$ cat config.mk
export PLATFORM = sky130hd
export DESIGN_NAME = pwm_input_capture_measure
export DESIGN_NICKNAME = d
export VERILOG_FILES = /design/src/rtl/pimm_pkg.sv /design/src/rtl/pwm_input_capture_measure.sv
export SDC_FILE = /design/constraint.sdc
export NUM_CORES = 1
export LEC_CHECK = 0
export BUFFER_PORTS_ARGS = -buffer_cell sky130_fd_sc_hd__clkbuf_2
export CORE_MARGIN = 1.5
export CORE_UTILIZATION = 40
export DETAILED_ROUTE_END_ITERATION = 10
export GPL_TIMING_DRIVEN = 0
export SETUP_SLACK_MARGIN = 0.02
export SLEW_MARGIN = 40
export SYNTH_ARGS = -nofsm -noshare
export SYNTH_HDL_FRONTEND = slang
export SYNTH_SLANG_ARGS = --single-unit
$ cat constraint.sdc
create_clock -name aclk -period 9.7 [get_ports aclk]
set_input_delay 1.94 -clock aclk [delete_from_list [all_inputs] [get_ports aclk]]
set_output_delay 1.94 -clock aclk [all_outputs]
set_load 0.1 [all_outputs]
$ cat src/rtl/pimm_pkg.sv
package pimm_pkg;

    // Sequencer states
    typedef enum logic [1:0] {
        ST_IDLE,
        ST_DIV,
        ST_MUL,
        ST_DONE
    } pimm_state_t;

    // Per-channel capture phase
    typedef logic [1:0] pimm_phase_t;
    localparam pimm_phase_t PH_RISE1 = 2'd0;
    localparam pimm_phase_t PH_FALL  = 2'd1;
    localparam pimm_phase_t PH_RISE2 = 2'd2;

    // Configuration register indexes
    localparam int          CFG_IDX_W      = 2;
    localparam logic [1:0]  REG_COEF_LEFT  = 2'd0;
    localparam logic [1:0]  REG_COEF_RIGHT = 2'd1;

    // Field widths
    localparam int CAP_W   = 16;
    localparam int COEF_W  = 16;
    localparam int TICKS_W = 16;
    localparam int PER_W   = 17;
    localparam int FREQ_W  = 20;
    localparam int SPEED_W = 28;
    localparam int PROD_W  = FREQ_W + COEF_W;
    localparam int Q_FRAC  = 8;

    // 1 MHz timer tick
    localparam logic [FREQ_W-1:0] TICK_HZ   = 20'd1000000;
    localparam logic [COEF_W-1:0] COEF_RST  = 16'd256;
    localparam int                DIV_STEPS = FREQ_W;
    localparam int                DCNT_W    = $clog2(DIV_STEPS);

endpackage

$ cat src/rtl/pwm_input_capture_measure.sv
// An edge that opens or splits a measurement is absorbed without a result.
// The closing edge gives a result: operands load at that edge, then come the iterations
// of the shared radix-2 restoring divider, one multiply, and one output load that waits for m_ready.
// Throughput: edges one per cycle while idle; no new edge is taken until a closing edge's result is loaded.
// Reset (aresetn low, synchronous): phases, captures and result valid cleared, coefs to 1.0.
module pwm_input_capture_measure
    import pimm_pkg::*;
#(
    parameter int TIMER_BITS = 16
) (
    input  logic                 aclk,
    input  logic                 aresetn,
    // configuration writes
    input  logic                 cfg_valid,
    output logic                 cfg_ready,
    input  logic [CFG_IDX_W-1:0] cfg_index,
    input  logic [COEF_W-1:0]    cfg_data,
    // capture requests
    input  logic                 s_valid,
    output logic                 s_ready,
    input  logic                 s_capture_channel,
    input  logic [CAP_W-1:0]     s_capture_value,
    // measurement results
    output logic                 m_valid,
    input  logic                 m_ready,
    output logic                 m_result_channel,
    output logic [TICKS_W-1:0]   m_high_ticks,
    output logic [TICKS_W-1:0]   m_low_ticks,
    output logic [PER_W-1:0]     m_period_ticks,
    output logic [FREQ_W-1:0]    m_frequency_hz,
    output logic [SPEED_W-1:0]   m_speed_value,
    output logic                 m_zero_period
);

    localparam int TW = TIMER_BITS;
    localparam int CW = (TIMER_BITS < CAP_W) ? TIMER_BITS : CAP_W;
    localparam int PW = TIMER_BITS + 1;

    pimm_state_t state_reg, state_next;

    logic [COEF_W-1:0] coef_reg [2];
    pimm_phase_t       phase_reg [2];
    logic [CW-1:0]     rise_reg [2];
    logic [CW-1:0]     fall_reg [2];

    logic              ch_reg;
    logic [TW-1:0]     high_reg;
    logic [TW-1:0]     low_reg;
    logic [PW-1:0]     period_reg;
    logic              zero_reg;
    logic [PW-1:0]     rem_reg;
    logic [FREQ_W-1:0] quo_reg;
    logic [DCNT_W-1:0] dcnt_reg;
    logic [PROD_W-1:0] prod_reg;
    logic              m_valid_reg;

    logic              accept;
    logic              start;
    logic              div_run;
    logic              mul_run;
    logic              load_out;
    logic [CW-1:0]     cap;
    logic [TW-1:0]     high_calc;
    logic [TW-1:0]     low_calc;
    logic [PW:0]       trial;
    logic              q_bit;
    logic [FREQ_W-1:0] freq;

    assign cap      = s_capture_value[CW-1:0];
    assign accept   = s_valid && s_ready;
    assign start    = accept && (phase_reg[s_capture_channel] == PH_RISE2);

    // Wrap-corrected differences, modulo the timer width
    assign high_calc = TW'(fall_reg[s_capture_channel]) - TW'(rise_reg[s_capture_channel]);
    assign low_calc  = TW'(cap) - TW'(fall_reg[s_capture_channel]);

    // Restoring divider step: bring down the next dividend bit, try a subtract
    assign trial = {rem_reg, quo_reg[FREQ_W-1]};
    assign q_bit = (trial >= {1'b0, period_reg});

    // Zero period saturates the frequency
    assign freq = zero_reg ? TICK_HZ : quo_reg;

    // Next state
    always_comb begin
        state_next = state_reg;
        case (state_reg)
            ST_IDLE: begin
                if (start) begin
                    state_next = ST_DIV;
                end
            end
            ST_DIV: begin
                if (dcnt_reg == DCNT_W'(DIV_STEPS - 1)) begin
                    state_next = ST_MUL;
                end
            end
            ST_MUL: begin
                state_next = ST_DONE;
            end
            ST_DONE: begin
                if (!m_valid_reg || m_ready) begin
                    state_next = ST_IDLE;
                end
            end
            default: begin
                state_next = ST_IDLE;
            end
        endcase
    end

    // Sequencer outputs
    always_comb begin
        s_ready  = 1'b0;
        div_run  = 1'b0;
        mul_run  = 1'b0;
        load_out = 1'b0;
        case (state_reg)
            ST_IDLE: s_ready  = 1'b1;
            ST_DIV:  div_run  = 1'b1;
            ST_MUL:  mul_run  = 1'b1;
            ST_DONE: load_out = !m_valid_reg || m_ready;
            default: s_ready  = 1'b0;
        endcase
    end

    assign cfg_ready = 1'b1;

    // State and control
    always_ff @(posedge aclk) begin
        if (!aresetn) begin
            state_reg   <= ST_IDLE;
            m_valid_reg <= 1'b0;
            coef_reg[0] <= COEF_RST;
            coef_reg[1] <= COEF_RST;
            for (int i = 0; i < 2; i++) begin
                phase_reg[i] <= PH_RISE1;
                rise_reg[i]  <= '0;
                fall_reg[i]  <= '0;
            end
        end else begin
            state_reg <= state_next;

            // result register, freed by the sink
            if (load_out) begin
                m_valid_reg <= 1'b1;
            end else if (m_ready) begin
                m_valid_reg <= 1'b0;
            end

            // coefficient writes; other indexes dropped
            if (cfg_valid && cfg_ready) begin
                case (cfg_index)
                    REG_COEF_LEFT:  coef_reg[0] <= cfg_data;
                    REG_COEF_RIGHT: coef_reg[1] <= cfg_data;
                    default: ;
                endcase
            end

            // capture phase sequence; an unused phase code acts as the first rise
            if (accept) begin
                case (phase_reg[s_capture_channel])
                    PH_FALL: begin
                        fall_reg[s_capture_channel]  <= cap;
                        phase_reg[s_capture_channel] <= PH_RISE2;
                    end
                    PH_RISE2: begin
                        phase_reg[s_capture_channel] <= PH_RISE1;
                    end
                    default: begin
                        rise_reg[s_capture_channel]  <= cap;
                        phase_reg[s_capture_channel] <= PH_FALL;
                    end
                endcase
            end
        end
    end

    // Datapath: measurement load, divider iterations, multiply, result load
    always_ff @(posedge aclk) begin
        if (start) begin
            ch_reg     <= s_capture_channel;
            high_reg   <= high_calc;
            low_reg    <= low_calc;
            period_reg <= PW'(high_calc) + PW'(low_calc);
            zero_reg   <= (PW'(high_calc) + PW'(low_calc)) == '0;
            rem_reg    <= '0;
            quo_reg    <= TICK_HZ;
            dcnt_reg   <= '0;
        end
        if (div_run) begin
            rem_reg  <= q_bit ? PW'(trial - {1'b0, period_reg}) : trial[PW-1:0];
            quo_reg  <= {quo_reg[FREQ_W-2:0], q_bit};
            dcnt_reg <= dcnt_reg + 1'b1;
        end
        if (mul_run) begin
            prod_reg <= PROD_W'(freq) * PROD_W'(coef_reg[ch_reg]);
        end
        if (load_out) begin
            m_result_channel <= ch_reg;
            m_high_ticks     <= TICKS_W'(high_reg);
            m_low_ticks      <= TICKS_W'(low_reg);
            m_period_ticks   <= PER_W'(period_reg);
            m_frequency_hz   <= freq;
            m_speed_value    <= SPEED_W'(prod_reg >> Q_FRAC);
            m_zero_period    <= zero_reg;
        end
    end

    assign m_valid = m_valid_reg;

endmodule

==> metrics.txt <==
total grt overflow=0; I/O pin count=142; Avg WL per Cell=19.5 µm; HPWL Detailed=50100 µm; Root Driver=clkbuf_16; post-route clock period utilization=0.913; EDFF count, synth=320; ANT cells=0; max_cap viols=0; max incr delay on CP=0.65 ns; placed cell count=3142; layout net count=2868; multi-input gate area in the final layout=13300 µm²; DIE AREA=62600 µm²; Data arrival, critical path=9.16 ns; core area=60400 µm²; die width=250 µm; Crit path top cell by count=fa_1; r2r worst-path depth=24; cell area after synthesis=24400 µm²; via count=16600; port bufs=139; WHS Path Cells=0; worst hold path type=reg2reg; TritonCTS clock tree=yes; Initial Util=0.405; Setup Total Neg Slack=0 ns; Slew Limit Fails=0; Max FO, Critical Path=10; clock skew=0.0436 ns; asr flop ratio synth=0; Setup Viol. Count Final=0; First-pass DRT Iterations=5; Inserted Clock Buffers=38; vias in the first global route=17000; Main synth FF type=edfxtp_1; Final GP Congestion=0.909; Detailed Route WL=62700 µm; RSZ-0062 raised after global routing=false; Total GRT Usage=0.201; fill count=5609; Vias/cell=5.17; Ys Warns=0; Cell Count, Final, Fillers Out=3209; crit-path cells=buf_2, buf_1, mux2_2, buf_1, nand2_1, fa_1, inv_1, fa_1, fa_1, inv_1, fa_1, fa_1, fa_1, inv_1, ha_1, clkbuf_1, nand4_1, nor4_1, nand3_1, o211ai_1, o311a_1, o21a_1, nor2_1, xnor2_1; clk sinks=324; layout cell share with drive strength beyond 1=0.102; FF+latch area=9690 µm²; flop and latch count out of synthesis=324; worst slew pin tran=0.825 ns; Crit. End Element=flip-flop; Net Count, Synth=2679; CP Data Required Time=10.00 ns; slew margin rel.=0.450; Clock transition at path regs=0.07 ns; Max Buffers Root-to-Sink=3; register area share after synthesis=0.396; status=finished clean; largest net degree at the start of global routing=45; Post-Route Utilization=0.458; hold_sp=prod_reg[11]; kind of critical path=reg2reg; initial antenna violation count=5; H-tree depth=2; Highest Clock Rate=0.113 GHz; Post-Syn Area per Cell=11.1 µm²; first-pass GRT wire length=96100 µm; Unique masters post-synth=69; initial DRC count=1121; num rows=90; P&R area growth vs syn=13.0%; Post-Syn Instances=2211; critical path startpoint category=flip-flop; drt drc=0; DIE HEIGHT=250 µm; hold buffers post-CTS=0; min cycle time layout=8.86 ns; internal reg-to-reg setup slack=0.84 ns; hold endpoint=m_speed_value[3]; Clock Latency Late Sink=0.59 ns; Final ANT Viol Nets=0; post_cts resized=0; cell with the largest stage delay on the worst path=buf_1; Post-CTS Setup Bufs=0; R2R Path End=prod_reg[34]; final hold violations=0
==> logic make-up after synthesis <==
group,after synthesis,synth area share
and+or+nand+nor,677,0.128
adders and majority gates,428,0.297
buffers and inverters,421,0.0648
DFF,324,0.396
AOI/OAI and AO/OA,221,0.0594
xor gates and xnor gates,76,0.0275
muxes,63,0.0265
other,1,0.000153
==> cells in the mapped netlist, drive strengths merged, types with 6 or more instances <==
library cell | n | share of area
edfxtp | 320 | 0.39
clkinv | 6 | 0.00092
o21ai | 44 | 0.0090
nor2 | 215 | 0.033
inv | 342 | 0.053
o31a | 6 | 0.0021
and2 | 34 | 0.0087
a211o | 6 | 0.0021
or3 | 9 | 0.0023
a31oi | 6 | 0.0021
clkbuf | 67 | 0.010
nand2b | 37 | 0.0095
ha | 175 | 0.090
mux2i | 49 | 0.020
buf | 6 | 0.0011
nand2 | 205 | 0.031
nor3 | 29 | 0.0061
nand3 | 30 | 0.0061
nand4 | 11 | 0.0028
a21o | 21 | 0.0064
xor2 | 24 | 0.0086
and3 | 70 | 0.018
xnor2 | 52 | 0.019
mux2 | 14 | 0.0064
o21a | 17 | 0.0052
fa | 253 | 0.21
nor2b | 15 | 0.0038
a211oi | 9 | 0.0030
a21oi | 69 | 0.014
==> worst max path at each step <==
stage / from / endpoint / slack (ns) / cells past startpoint
after floorplan: s_capture_channel / zero_reg / 2.64 / 22
after global placement: m_ready / m_speed_value[12] / 0.21 / 3
after detailed placement: flip-flop / prod_reg[34] / 0.94 / 24
after CTS: flip-flop / prod_reg[34] / 0.91 / 24
after global routing: flip-flop / prod_reg[34] / 0.45 / 24
final: flip-flop / prod_reg[34] / 0.84 / 24
==> cell usage in the layout (no fill, tap or decap), types with 21 or more instances in the layout <==
cell type  synthesis  layout
inv_1            342     341
and3_1            70      70
nand2b_1          37      36
a21oi_1           68      68
nand2_1          205     204
clkbuf_16          0      38
mux2i_1           49      41
a21o_1            21      21
nor2_1           215     214
xor2_1            24      24
xnor2_1           51      51
clkbuf_1          67      75
nor3_1            28      28
o21ai_0           41      39
fa_1             253     253
ha_1             175     174
edfxtp_1         320     320
nand3_1           30      30
clkbuf_2           0     141
and2_1            34      34
==> routing by layer <==
layer  vias up  routed length [µm]  GRT usage  share of wire
met4         2                2100     0.0686          0.033
met1      8243               26800      0.266           0.43
met5         -                  13          0        0.00021
met2       510               29400      0.326           0.47
met3       115                4360     0.0456          0.070
li1       7722                   -          -              -
==> layout make-up <==
class | instances | area share
inverters | 348 | 0.0474
plain buffers | 73 | 0.0102
flip-flops and latches | 324 | 0.351
repair buffers | 149 | 0.0327
clock inverters | 20 | 0.00797
multi-input cells | 1466 | 0.480
clock buffers | 47 | 0.0356
well taps | 782 | 0.0354
==> critical path: cells and delay by family (launching register included) <==
family          cells  cell delay, ns
mux                 1            0.53
simple gates        5            1.13
buf+inv             7            1.93
fa+ha+maj           7            3.22
compound gates      3            0.97
xor+xnor            1            0.45
flops               1            0.35
==> metrics by stage <==
| stage | area, µm² | hold slack [ns] | setup slack [ns] |
|---|---|---|---|
| after floorplan | 24400 | 0.400 | 2.64 |
| after global placement | 26100 | 0.405 | 0.208 |
| after detailed placement | 26400 | 0.405 | 0.945 |
| after CTS | 27600 | 0.397 | 0.906 |
| after global routing | 27600 | 0.421 | 0.445 |
| final | 27600 | 0.404 | 0.839 |
Power is not shown: default switching activity piles up to over one toggle a cycle in this logic, so the estimate is an artifact.
